**src/rtl/core/ear_input_highpass_schmitt_buffer_defines.svh**
```systemverilog
// -----------------------------------------------------------------------------
// EAR input buffer assertion macros
// Shared assertion forms, clocked on clock and disabled while reset is high.
// -----------------------------------------------------------------------------
`ifndef EAR_INPUT_HIGHPASS_SCHMITT_BUFFER_DEFINES_SVH
`define EAR_INPUT_HIGHPASS_SCHMITT_BUFFER_DEFINES_SVH

// The consequent must hold in the same cycle as the antecedent.
`define EIHSB_ASSERT_IMPL(name, ante, cons, msg) \
   name: assert property (@(posedge clock) disable iff (reset) (ante) |-> (cons)) \
      else $error(msg);

// The consequent must hold in the cycle after the antecedent.
`define EIHSB_ASSERT_NEXT(name, ante, cons, msg) \
   name: assert property (@(posedge clock) disable iff (reset) (ante) |=> (cons)) \
      else $error(msg);

`endif

```
**src/rtl/core/eihsb_pkg.sv**
```systemverilog
// -----------------------------------------------------------------------------
// EAR input buffer package
// Widths, filter coefficients, frame offset reciprocal and shared types.
// -----------------------------------------------------------------------------
package eihsb_pkg;

   // Buffer geometry: two halves of BUF_SAMPLES bits each.
   localparam int unsigned BUF_SAMPLES = 640;
   localparam int unsigned IDX_W       = $clog2(BUF_SAMPLES);
   localparam int unsigned BUF_DEPTH   = 2 * BUF_SAMPLES;
   localparam int unsigned ADDR_W      = $clog2(BUF_DEPTH);

   // Field widths.
   localparam int unsigned KIND_W   = 2;
   localparam int unsigned SAMPLE_W = 16;
   localparam int unsigned TSTAMP_W = 32;
   localparam int unsigned LEN_W    = 24;
   localparam int unsigned SIDX_W   = 10;

   localparam logic [LEN_W-1:0] LEN_RESET = LEN_W'(65000);

   // Filter arithmetic in Q15.
   localparam int unsigned Y_W    = 18;
   localparam int unsigned ACC_W  = 34;
   localparam int unsigned FRAC_W = 15;
   localparam logic signed [15:0]      COEF_B0    = 16'sd24331;
   localparam logic signed [15:0]      COEF_A1    = 16'sd15894;
   localparam logic signed [ACC_W-1:0] ROUND_HALF = ACC_W'(16384);
   localparam logic signed [Y_W-1:0]   TRIG_ON    = Y_W'(1500);
   localparam logic signed [Y_W-1:0]   TRIG_OFF   = Y_W'(0);

   // Query division: numerator is delta * BUF_SAMPLES with delta below the
   // frame length, so the quotient always fits IDX_W bits.
   localparam int unsigned NUM_W     = LEN_W + IDX_W;
   localparam int unsigned DIV_CNT_W = $clog2(IDX_W + 1);

   // Frame offset (L + N) / (2N) as a multiply by a rounded-up reciprocal.
   // With K = sum width + ceil(log2(2N)) the truncated product is exact.
   localparam int unsigned FRAME_DIV     = 2 * BUF_SAMPLES;
   localparam int unsigned FRAME_SUM_W   = LEN_W + 1;
   localparam int unsigned FRAME_K       = FRAME_SUM_W + $clog2(FRAME_DIV);
   localparam int unsigned FRAME_RECIP_W = FRAME_K - $clog2(FRAME_DIV) + 1;
   localparam int unsigned FRAME_PROD_W  = FRAME_SUM_W + FRAME_RECIP_W;
   localparam logic [63:0] FRAME_RECIP_FULL =
      ((64'd1 << FRAME_K) + 64'(FRAME_DIV) - 64'd1) / 64'(FRAME_DIV);
   localparam logic [FRAME_RECIP_W-1:0] FRAME_RECIP = FRAME_RECIP_W'(FRAME_RECIP_FULL);

   // Item kinds.
   typedef enum logic [KIND_W-1:0] {
      KIND_SAMPLE = 2'd0,
      KIND_FRAME  = 2'd1,
      KIND_QUERY  = 2'd2
   } kind_type;

   // Divider status toward the sequencer.
   typedef struct packed {
      logic             done;
      logic [IDX_W-1:0] quotient;
   } div_stat_type;

endpackage

```
**src/rtl/core/eihsb_if.sv**
```systemverilog
// -----------------------------------------------------------------------------
// EAR input buffer channels
// Valid/ready channels for request items and response items.
// -----------------------------------------------------------------------------
interface eihsb_req_if;
   import eihsb_pkg::*;

   logic                       valid;
   logic                       ready;
   logic [KIND_W-1:0]          kind;
   logic signed [SAMPLE_W-1:0] sample;
   logic [TSTAMP_W-1:0]        tstamp;

   modport source (output valid, kind, sample, tstamp, input ready);
   modport sink   (input valid, kind, sample, tstamp, output ready);
endinterface

interface eihsb_rsp_if;
   import eihsb_pkg::*;

   logic              valid;
   logic              ready;
   logic              signal_high;
   logic [SIDX_W-1:0] sample_index;

   modport source (output valid, signal_high, sample_index, input ready);
   modport sink   (input valid, signal_high, sample_index, output ready);
endinterface

```
**src/rtl/core/eihsb_divider.sv**
```systemverilog
// -----------------------------------------------------------------------------
// EAR input buffer index divider
// Restoring division, one quotient bit per cycle, for the query index.
// -----------------------------------------------------------------------------
module eihsb_divider (
   input  logic                         clock,
   input  logic                         reset,
   input  logic                         start,
   input  logic [eihsb_pkg::NUM_W-1:0]  numerator,
   input  logic [eihsb_pkg::LEN_W-1:0]  divisor,
   output eihsb_pkg::div_stat_type      status
);
   import eihsb_pkg::*;

   logic [LEN_W-1:0]     rem_ff;
   logic [IDX_W-1:0]     low_ff;
   logic [IDX_W-1:0]     quo_ff;
   logic [LEN_W-1:0]     dvs_ff;
   logic [DIV_CNT_W-1:0] cnt_ff;
   logic                 done_ff;

   logic [LEN_W:0]   trial;
   logic [LEN_W:0]   diff;
   logic             fits;
   logic [LEN_W-1:0] rem_in;
   logic             busy;

   // The upper part of the numerator is below the divisor, so the partial
   // remainder never needs more than one extra bit.
   assign trial  = {rem_ff, low_ff[IDX_W-1]};
   assign diff   = trial - {1'b0, dvs_ff};
   assign fits   = trial >= {1'b0, dvs_ff};
   assign rem_in = fits ? diff[LEN_W-1:0] : trial[LEN_W-1:0];
   assign busy   = cnt_ff != '0;

   always_ff @(posedge clock) begin
      if (reset) begin
         cnt_ff  <= '0;
         done_ff <= 1'b0;
      end else begin
         done_ff <= busy && (cnt_ff == DIV_CNT_W'(1));
         if (start) begin
            cnt_ff <= DIV_CNT_W'(IDX_W);
         end else if (busy) begin
            cnt_ff <= cnt_ff - DIV_CNT_W'(1);
         end
      end
   end

   always_ff @(posedge clock) begin
      if (start) begin
         rem_ff <= numerator[NUM_W-1 -: LEN_W];
         low_ff <= numerator[IDX_W-1:0];
         dvs_ff <= divisor;
      end else if (busy) begin
         rem_ff <= rem_in;
         low_ff <= low_ff << 1;
         quo_ff <= {quo_ff[IDX_W-2:0], fits};
      end
   end

   assign status.done     = done_ff;
   assign status.quotient = quo_ff;

endmodule

```
**src/rtl/core/ear_input_highpass_schmitt_buffer.sv**
```systemverilog
// -----------------------------------------------------------------------------
// EAR input high-pass filter, Schmitt trigger and double buffer
// Three kinds of request item share one channel. An audio sample goes through
// a Q15 first-order high-pass filter and a Schmitt trigger (high above 1500,
// held while above 0); the resulting bit is written into the fill half of a
// 2 x 640 bit buffer, and the halves swap when the fill half is full. A frame
// item records the frame start time less half a bin. A query maps its time
// stamp to a position in the readable half and returns that bit and the
// position, the only item that produces a response. Items are handled one at
// a time: a sample as filter products, then accumulate, trigger and buffer
// write; a frame item as reciprocal multiply, then subtract; and a query as
// the time difference, the product, the index divider steps, the step in
// which the divider reports done, a read of the bit memory and a load into
// the response register, with the divider skipped when the time is at or
// past the end of the frame and the index clamps to the last position. The
// response sits in an output register, so the next item is taken while a
// response waits; a second query only stalls at its final step until the
// first one is taken.
// The frame length register must be written while the block is idle. No
// clearing pass runs after reset: the half that fills first is always full
// before it becomes readable, and the other half reads as zero until it has
// been filled once.
// -----------------------------------------------------------------------------
`include "ear_input_highpass_schmitt_buffer_defines.svh"

module ear_input_highpass_schmitt_buffer (
   input  logic                        clock,
   input  logic                        reset,
   eihsb_req_if.sink                   req_ch,
   eihsb_rsp_if.source                 rsp_ch,
   input  logic                        csr_we,
   input  logic [eihsb_pkg::LEN_W-1:0] csr_wdata
);
   import eihsb_pkg::*;

   // Sequencer states, one-hot.
   typedef enum logic [6:0] {
      S_IDLE  = 7'b0000001,
      S_FILT  = 7'b0000010,
      S_FRAME = 7'b0000100,
      S_QMUL  = 7'b0001000,
      S_QDIV  = 7'b0010000,
      S_QREAD = 7'b0100000,
      S_QLOAD = 7'b1000000
   } state_type;

   state_type state_ff, state_in;

   // Architectural state.
   logic [LEN_W-1:0]           frame_len_ff;
   logic signed [SAMPLE_W-1:0] prev_in_ff;
   logic signed [Y_W-1:0]      prev_out_ff;
   logic                       trig_ff;
   logic [IDX_W-1:0]           fill_ptr_ff;
   logic                       read_half_ff;
   logic                       half1_full_ff;
   logic [TSTAMP_W-1:0]        frame_start_ff;

   // Bit memory and its registered read port.
   logic bit_mem [BUF_DEPTH];
   logic mem_rd_ff;

   // Work registers for the item in flight.
   logic signed [ACC_W-1:0]  pb_ff;
   logic signed [ACC_W-1:0]  pa_ff;
   logic [TSTAMP_W-1:0]      tstamp_ff;
   logic [FRAME_PROD_W-1:0]  frame_prod_ff;
   logic [LEN_W-1:0]         delta_lo_ff;
   logic                     clamp_ff;
   logic [IDX_W-1:0]         idx_ff;

   // Response register.
   logic              rsp_valid_ff;
   logic              rsp_bit_ff;
   logic [SIDX_W-1:0] rsp_idx_ff;

   // Combinational terms.
   logic                       accept;
   logic signed [SAMPLE_W:0]   dx;
   logic signed [ACC_W-1:0]    pb_in;
   logic signed [ACC_W-1:0]    pa_in;
   logic signed [ACC_W-1:0]    acc;
   logic signed [Y_W-1:0]      y_val;
   logic                       trig_in;
   logic                       fill_half;
   logic                       last_pos;
   logic [ADDR_W-1:0]          wr_addr;
   logic [ADDR_W-1:0]          rd_addr;
   logic [TSTAMP_W-1:0]        delta;
   logic                       clamp_in;
   logic [FRAME_SUM_W-1:0]     frame_sum;
   logic [FRAME_PROD_W-1:0]    frame_prod_in;
   logic [FRAME_PROD_W-1:0]    frame_off;
   logic [NUM_W-1:0]           div_num;
   logic                       div_start;
   div_stat_type               div_stat;
   logic                       out_bit;
   logic                       rsp_free;

   assign accept       = req_ch.valid && req_ch.ready;
   assign req_ch.ready = (state_ff == S_IDLE);

   // Filter, first cycle: difference and both products straight from the
   // request and the stored history.
   assign dx    = $signed({req_ch.sample[SAMPLE_W-1], req_ch.sample})
                - $signed({prev_in_ff[SAMPLE_W-1], prev_in_ff});
   assign pb_in = dx * COEF_B0;
   assign pa_in = prev_out_ff * COEF_A1;

   // Filter, second cycle: rounded sum, arithmetic shift by 15 (a floor),
   // then the trigger with hysteresis.
   assign acc     = pb_ff + pa_ff + ROUND_HALF;
   assign y_val   = acc[FRAC_W +: Y_W];
   assign trig_in = trig_ff ? (y_val > TRIG_OFF) : (y_val > TRIG_ON);

   // The fill half is always the one that is not readable.
   assign fill_half = ~read_half_ff;
   assign last_pos  = (fill_ptr_ff == IDX_W'(BUF_SAMPLES - 1));
   assign wr_addr   = fill_half ? ADDR_W'(BUF_SAMPLES) + ADDR_W'(fill_ptr_ff)
                                : ADDR_W'(fill_ptr_ff);

   // Frame offset: (L + N) / (2N) through the reciprocal, product registered.
   assign frame_sum     = FRAME_SUM_W'(frame_len_ff) + FRAME_SUM_W'(BUF_SAMPLES);
   assign frame_prod_in = FRAME_PROD_W'(frame_sum) * FRAME_PROD_W'(FRAME_RECIP);
   assign frame_off     = frame_prod_ff >> FRAME_K;

   // Query: a time at or past the frame length (and any time when the length
   // is zero) clamps to the last position; otherwise delta fits the length
   // width and the quotient of delta * N by the length is below N.
   assign delta     = req_ch.tstamp - frame_start_ff;
   assign clamp_in  = delta >= TSTAMP_W'(frame_len_ff);
   assign div_num   = NUM_W'(delta_lo_ff) * NUM_W'(BUF_SAMPLES);
   assign div_start = (state_ff == S_QMUL) && !clamp_ff;

   assign rd_addr = read_half_ff ? ADDR_W'(BUF_SAMPLES) + ADDR_W'(idx_ff)
                                 : ADDR_W'(idx_ff);

   // Half 1 has never been written until a swap first makes it readable.
   assign out_bit  = mem_rd_ff & ~(read_half_ff & ~half1_full_ff);
   assign rsp_free = !rsp_valid_ff || rsp_ch.ready;

   eihsb_divider u_divider (
      .clock     (clock),
      .reset     (reset),
      .start     (div_start),
      .numerator (div_num),
      .divisor   (frame_len_ff),
      .status    (div_stat)
   );

   // Sequencer. Only one item is in flight, so a buffer write and a later
   // read of the same entry can never overlap.
   always_comb begin
      state_in = state_ff;
      case (state_ff)
         S_IDLE: begin
            if (accept) begin
               case (req_ch.kind)
                  KIND_SAMPLE: state_in = S_FILT;
                  KIND_FRAME:  state_in = S_FRAME;
                  KIND_QUERY:  state_in = S_QMUL;
                  default:     state_in = S_IDLE;
               endcase
            end
         end
         S_FILT:  state_in = S_IDLE;
         S_FRAME: state_in = S_IDLE;
         S_QMUL:  state_in = clamp_ff ? S_QREAD : S_QDIV;
         S_QDIV: begin
            if (div_stat.done) begin
               state_in = S_QREAD;
            end
         end
         S_QREAD: state_in = S_QLOAD;
         S_QLOAD: begin
            if (rsp_free) begin
               state_in = S_IDLE;
            end
         end
         default: state_in = S_IDLE;
      endcase
   end

   // Control and architectural state.
   always_ff @(posedge clock) begin
      if (reset) begin
         state_ff       <= S_IDLE;
         frame_len_ff   <= LEN_RESET;
         prev_in_ff     <= '0;
         prev_out_ff    <= '0;
         trig_ff        <= 1'b0;
         fill_ptr_ff    <= '0;
         read_half_ff   <= 1'b1;
         half1_full_ff  <= 1'b0;
         frame_start_ff <= '0;
         rsp_valid_ff   <= 1'b0;
      end else begin
         state_ff <= state_in;
         if (csr_we) begin
            frame_len_ff <= csr_wdata;
         end
         if (accept && (req_ch.kind == KIND_SAMPLE)) begin
            prev_in_ff <= req_ch.sample;
         end
         if (state_ff == S_FILT) begin
            prev_out_ff <= y_val;
            trig_ff     <= trig_in;
            if (last_pos) begin
               fill_ptr_ff  <= '0;
               read_half_ff <= fill_half;
               if (fill_half) begin
                  half1_full_ff <= 1'b1;
               end
            end else begin
               fill_ptr_ff <= fill_ptr_ff + IDX_W'(1);
            end
         end
         if (state_ff == S_FRAME) begin
            frame_start_ff <= tstamp_ff - TSTAMP_W'(frame_off);
         end
         if ((state_ff == S_QLOAD) && rsp_free) begin
            rsp_valid_ff <= 1'b1;
         end else if (rsp_ch.ready) begin
            rsp_valid_ff <= 1'b0;
         end
      end
   end

   // Work and response payload registers.
   always_ff @(posedge clock) begin
      if (accept) begin
         pb_ff         <= pb_in;
         pa_ff         <= pa_in;
         tstamp_ff     <= req_ch.tstamp;
         frame_prod_ff <= frame_prod_in;
         delta_lo_ff   <= delta[LEN_W-1:0];
         clamp_ff      <= clamp_in;
      end
      if ((state_ff == S_QMUL) && clamp_ff) begin
         idx_ff <= IDX_W'(BUF_SAMPLES - 1);
      end else if ((state_ff == S_QDIV) && div_stat.done) begin
         idx_ff <= div_stat.quotient;
      end
      if ((state_ff == S_QLOAD) && rsp_free) begin
         rsp_bit_ff <= out_bit;
         rsp_idx_ff <= SIDX_W'(idx_ff);
      end
   end

   // Bit memory: one write port for samples, one registered read for queries.
   always_ff @(posedge clock) begin
      if (state_ff == S_FILT) begin
         bit_mem[wr_addr] <= trig_in;
      end
      if (state_ff == S_QREAD) begin
         mem_rd_ff <= bit_mem[rd_addr];
      end
   end

   assign rsp_ch.valid        = rsp_valid_ff;
   assign rsp_ch.signal_high  = rsp_bit_ff;
   assign rsp_ch.sample_index = rsp_idx_ff;

   `EIHSB_ASSERT_IMPL(a_div_done_in_wait, div_stat.done, state_ff == S_QDIV, "divider done outside wait state")
   `EIHSB_ASSERT_IMPL(a_fill_ptr_range, 1'b1, {1'b0, fill_ptr_ff} < (IDX_W + 1)'(BUF_SAMPLES), "fill pointer out of range")
   `EIHSB_ASSERT_IMPL(a_read_idx_range, state_ff == S_QREAD, {1'b0, idx_ff} < (IDX_W + 1)'(BUF_SAMPLES), "query index out of range")
   `EIHSB_ASSERT_NEXT(a_swap_on_full, (state_ff == S_FILT) && last_pos, read_half_ff != $past(read_half_ff), "halves did not swap on a full fill half")
   `EIHSB_ASSERT_IMPL(a_rsp_from_load, $rose(rsp_valid_ff), $past(state_ff) == S_QLOAD, "response raised outside the load step")

endmodule
```
**src/flat_wrapper.sv**
```systemverilog
// flat-port wrapper written by rule: the top's interface ports become plain ports
module ear_input_highpass_schmitt_buffer_flat import eihsb_pkg::*;
  (clock, reset, csr_we, csr_wdata, req_ch_valid, req_ch_kind, req_ch_sample, req_ch_tstamp, req_ch_ready, rsp_ch_valid, rsp_ch_signal_high, rsp_ch_sample_index, rsp_ch_ready);
  eihsb_req_if req_ch_i ();
  eihsb_rsp_if rsp_ch_i ();
  input  logic clock;
  input  logic reset;
  input  logic csr_we;
  input  logic [eihsb_pkg::LEN_W-1:0] csr_wdata;
  input wire logic [$bits(req_ch_i.valid)-1:0] req_ch_valid;
  input wire logic [$bits(req_ch_i.kind)-1:0] req_ch_kind;
  input wire logic [$bits(req_ch_i.sample)-1:0] req_ch_sample;
  input wire logic [$bits(req_ch_i.tstamp)-1:0] req_ch_tstamp;
  output wire logic [$bits(req_ch_i.ready)-1:0] req_ch_ready;
  output wire logic [$bits(rsp_ch_i.valid)-1:0] rsp_ch_valid;
  output wire logic [$bits(rsp_ch_i.signal_high)-1:0] rsp_ch_signal_high;
  output wire logic [$bits(rsp_ch_i.sample_index)-1:0] rsp_ch_sample_index;
  input wire logic [$bits(rsp_ch_i.ready)-1:0] rsp_ch_ready;
  assign req_ch_i.valid = req_ch_valid;
  assign req_ch_i.kind = req_ch_kind;
  assign req_ch_i.sample = req_ch_sample;
  assign req_ch_i.tstamp = req_ch_tstamp;
  assign req_ch_ready = req_ch_i.ready;
  assign rsp_ch_valid = rsp_ch_i.valid;
  assign rsp_ch_signal_high = rsp_ch_i.signal_high;
  assign rsp_ch_sample_index = rsp_ch_i.sample_index;
  assign rsp_ch_i.ready = rsp_ch_ready;
  ear_input_highpass_schmitt_buffer u_core (.clock(clock), .reset(reset), .req_ch(req_ch_i), .rsp_ch(rsp_ch_i), .csr_we(csr_we), .csr_wdata(csr_wdata));
endmodule
```
**config.mk**
```make
export PLATFORM = sky130hd
export DESIGN_NAME = ear_input_highpass_schmitt_buffer_flat
export DESIGN_NICKNAME = d
export VERILOG_FILES = /design/src/rtl/core/eihsb_pkg.sv /design/src/rtl/core/eihsb_if.sv /design/src/rtl/core/eihsb_divider.sv /design/src/rtl/core/ear_input_highpass_schmitt_buffer.sv /design/src/flat_wrapper.sv
export VERILOG_INCLUDE_DIRS = /design/src /design/src/rtl/core
export SDC_FILE = /design/constraint.sdc
export NUM_CORES = 2
export LEC_CHECK = 0
export BUFFER_PORTS_ARGS = -buffer_cell sky130_fd_sc_hd__buf_2
export CAP_MARGIN = 10
export CORE_UTILIZATION = 55
export DETAILED_ROUTE_END_ITERATION = 6
export PLACE_DENSITY = 0.78
export SYNTH_ARGS = -nofsm -noshare
export SYNTH_HDL_FRONTEND = slang
export SYNTH_SLANG_ARGS = --single-unit
```
**constraint.sdc**
```tcl
create_clock -name clock -period 55.1 [get_ports clock]
set_input_delay 5.51 -clock clock [delete_from_list [all_inputs] [get_ports clock]]
set_output_delay 5.51 -clock clock [all_outputs]
set_load 0.05 [all_outputs]
```
==> impl_results.md <==
* Outcome: finished, final reports clean
* Area grow syn2layout at 8.40%
* WS Path Type: primary input to flip-flop
* Post-DP Area at 98000 sq um
* Postcts setup bufs at 0
* Post-layout min period at 12.86 ns
* Count leader, synth: edfxtp_1
* Max incr delay on CP at 0.67 ns
* Die width at 418 um
* Top Ports at 92
* Worst-path fanout max at 5
* Die ar. at 175000 sq um
* H-tree depth at 4
* Routed vias/inst at 6.01
* Leak Pwr at 38.6 nW
* Comb power frac at 55.7%
* Syn Inst Count at 7595
* Power consumption at 7.15 mW
* DRC viols at 0
* Max-cap violations at 0
* Layout fillers at 12940
* Synth top area cells: edfxtp_1, mux4_2, fa_1
* Hold path depth at 2
* Synthesized flop and latch total at 1615
* Clk buf depth at 3
* Rows at 152
* Type of origin of the critical path: primary input
* CP endpoint kind: flip-flop
* Clock transition at path regs at 0.05 ns
* RSZ-0062 raised after global routing: false
* Ys flop type: edfxtp_1
* Highest Clock Rate at 77.7 MHz
* # nets final at 8780
* Final WS setup at 42.24 ns
* Worst skew pair latency at 0.84 ns
* Most used cell, CP: o21ai_0
* P_sw at 2.92 mW
* First-pass detailed-route iteration total at 5
* Remaining Overflow, GRT at 0
* CTS tree: done
* Seq. cell area at 47300 sq um
* Worst path arrival time at 13.38 ns
* Relative slew slack at 10.8%
* FF-to-FF path depth at 29
* Placed Cells at 9676
* Req. time, crit path at 55.62 ns
* Number of library cell types mapped by synthesis at 74
* Tightest Pin Transition at 1.33 ns
* Internal Power at 4.23 mW
* Setup violators final at 0
* Fin crit share at 23.3%
* Clock Sinks at 1615
* Sequential-to-total area share from yosys stat at 49.5%
* Port Buffer Count at 91
* Worst Hold Class: flip-flop to flip-flop
* Detailed-route wire length at 231 mm
* Synth top area share at 46.9%
* PD cells at 69.2 nW/um^2
* Largest net degree at the start of global routing at 299
* Commonest cells in the netlist: edfxtp_1, nor2_1, inv_1, ha_1, fa_1
* Setup WS pre-CTS at 41.33 ns
* Per-cell routed wire length at 23.1 um
* Async SR Flop Fraction at 0%
* Critical path's slowest cell: xor2_1
* CTS resizes at 0
* All-Layer GR Usage at 26.6%
* Design area at 103000 sq um
* Clk_skew at 0.0667 ns
* Number of global-route vias before repair at 60929
* Post-synth net total at 8838
* Total CTS buffers at 166
* Syn_area_per_cell at 12.6 sq um
* Seq pwr share at 28.8%
* Multi-input gate area at 43200 sq um
* DRT iter0 DRCs at 6365
* Hold slack final at 0.452 ns
* Post-Syn Area at 95400 sq um
* Post-DP HPWL at 145 mm
* Vias at 59955
* Core area at 172000 sq um
* Initial core utilization at 55.5%
* Initial antenna violation count at 4
* Final hold viol count at 0
* Worst vdd ir at 0.000141 V
* Cell taking the most area after synthesis: edfxtp_1
* Clk root buf: clkbuf_16
* GPL Wtd Cong at 0.925
* Fin cells at 9984
* EDFF count, synth at 1489
* YS warnings at 0
* Max Slew Vio Count at 0
* Switching Share at 40.8%
* Die Ht at 418 um
* Clock power frac at 15.5%
* Layout cells sized above 1 at 11.8%
* Antenna Nets Post-Route at 0
* Hold Buf Count CTS at 0
* Layout Utilization at 60.1%
* First-pass GRT wire length at 353 mm
* Sum Neg Setup Slack at 0 ns
[registers in the layout (all words and copies together) (netlist names), 24 cells and up]
name	count
u_core.bit_mem	1280
u_core.pb_ff	32
u_core.pa_ff	32
u_core.u_divider.rem_ff	24
u_core.frame_start_ff	32
u_core.delta_lo_ff	24
u_core.tstamp_ff	32
u_core.frame_len_ff	24
u_core.u_divider.dvs_ff	24
[placed cells by master (no fill, tap or decap), drive strengths merged, types with 12 or more instances in the layout]
cell | netlist | layout
clkinv | 0 | 71
o21bai | 35 | 35
nand2b | 40 | 40
mux4 | 421 | 421
inv | 901 | 906
o211ai | 26 | 26
a31oi | 21 | 21
nand2 | 299 | 299
a211o | 12 | 12
o21ai | 129 | 129
and2 | 22 | 22
a211oi | 39 | 39
and3 | 20 | 20
nor3 | 61 | 61
nand4 | 27 | 27
xor2 | 78 | 78
or3 | 13 | 13
clkbuf | 315 | 214
xnor2 | 163 | 163
dfxtp | 126 | 126
mux2i | 34 | 34
nor2 | 1463 | 1463
ha | 708 | 708
fa | 456 | 456
edfxtp | 1489 | 1489
nand3 | 63 | 63
a21o | 98 | 98
buf | 95 | 184
nor2b | 36 | 36
o21a | 22 | 22
a21oi | 228 | 228
[power by group through the flow]
| stage | logic, mW | clock network [mW] | registers [mW] |
|---|---|---|---|
| CTS | 3.96 | 1.12 | 2.06 |
| floorplan | 2.86 | 0 | 2.47 |
| finish | 3.98 | 1.11 | 2.06 |
| global placement | 3.79 | 0 | 2.08 |
| global route | 4.45 | 1.16 | 2.07 |
| detailed placement | 3.93 | 0 | 2.08 |
[kinds of logic (layout without fill, tap and decap cells)]
kind of cell / after synthesis / in the layout / synth area share [%]
AOI/OAI and AO/OA: 698 / 698 / 4.66
xor gates and xnor gates: 241 / 241 / 2.21
adders and majority gates: 1164 / 1164 / 18.9
buffers and inverters: 1311 / 1388 / 5.26
DFF: 1615 / 1615 / 49.5
muxes: 460 / 460 / 10.4
other: 0 / 2 / 0
and+or+nand+nor: 2106 / 2106 / 9.12
[layout make-up]
type | instances | share of cell area [%]
Timing Repair Buffer | 184 | 1.20
Tap cell | 2310 | 2.80
Clock buffer | 214 | 4.26
Clock inverter | 89 | 0.915
Inverter | 901 | 3.28
Antenna cell | 2 | 0.00484
Multi-Input combinational cell | 4669 | 41.8
Sequential cell | 1615 | 45.7
[worst paths after layout]
kind	endpoint	slack, ns	start
max	u_core.pb_ff[29]	42.24	req_ch_sample[1]
min	u_core.prev_in_ff[11]	0.45	u_core.prev_in_ff[11]
max reg2reg	u_core.frame_prod_ff[50]	46.10	u_core.frame_len_ff[7]
min reg2reg	u_core.prev_in_ff[11]	0.45	u_core.prev_in_ff[11]
[worst max-delay path, delay by kind of cell]
kind	cells	cell delay, ns
xor gates and xnor gates	2	0.78
adders and majority gates	6	2.68
buffers and inverters	2	0.16
AOI/OAI and AO/OA	17	4.02
and+or+nand+nor	2	0.19
[routing by layer]
metal / wire length (um) / GRT usage, %
met1: 88100 / 34.8
met2: 113000 / 44.4
met3: 20100 / 4.35
met4: 9540 / 10.6
met5: 21 / 0
(Power assumes the default switching activity.)
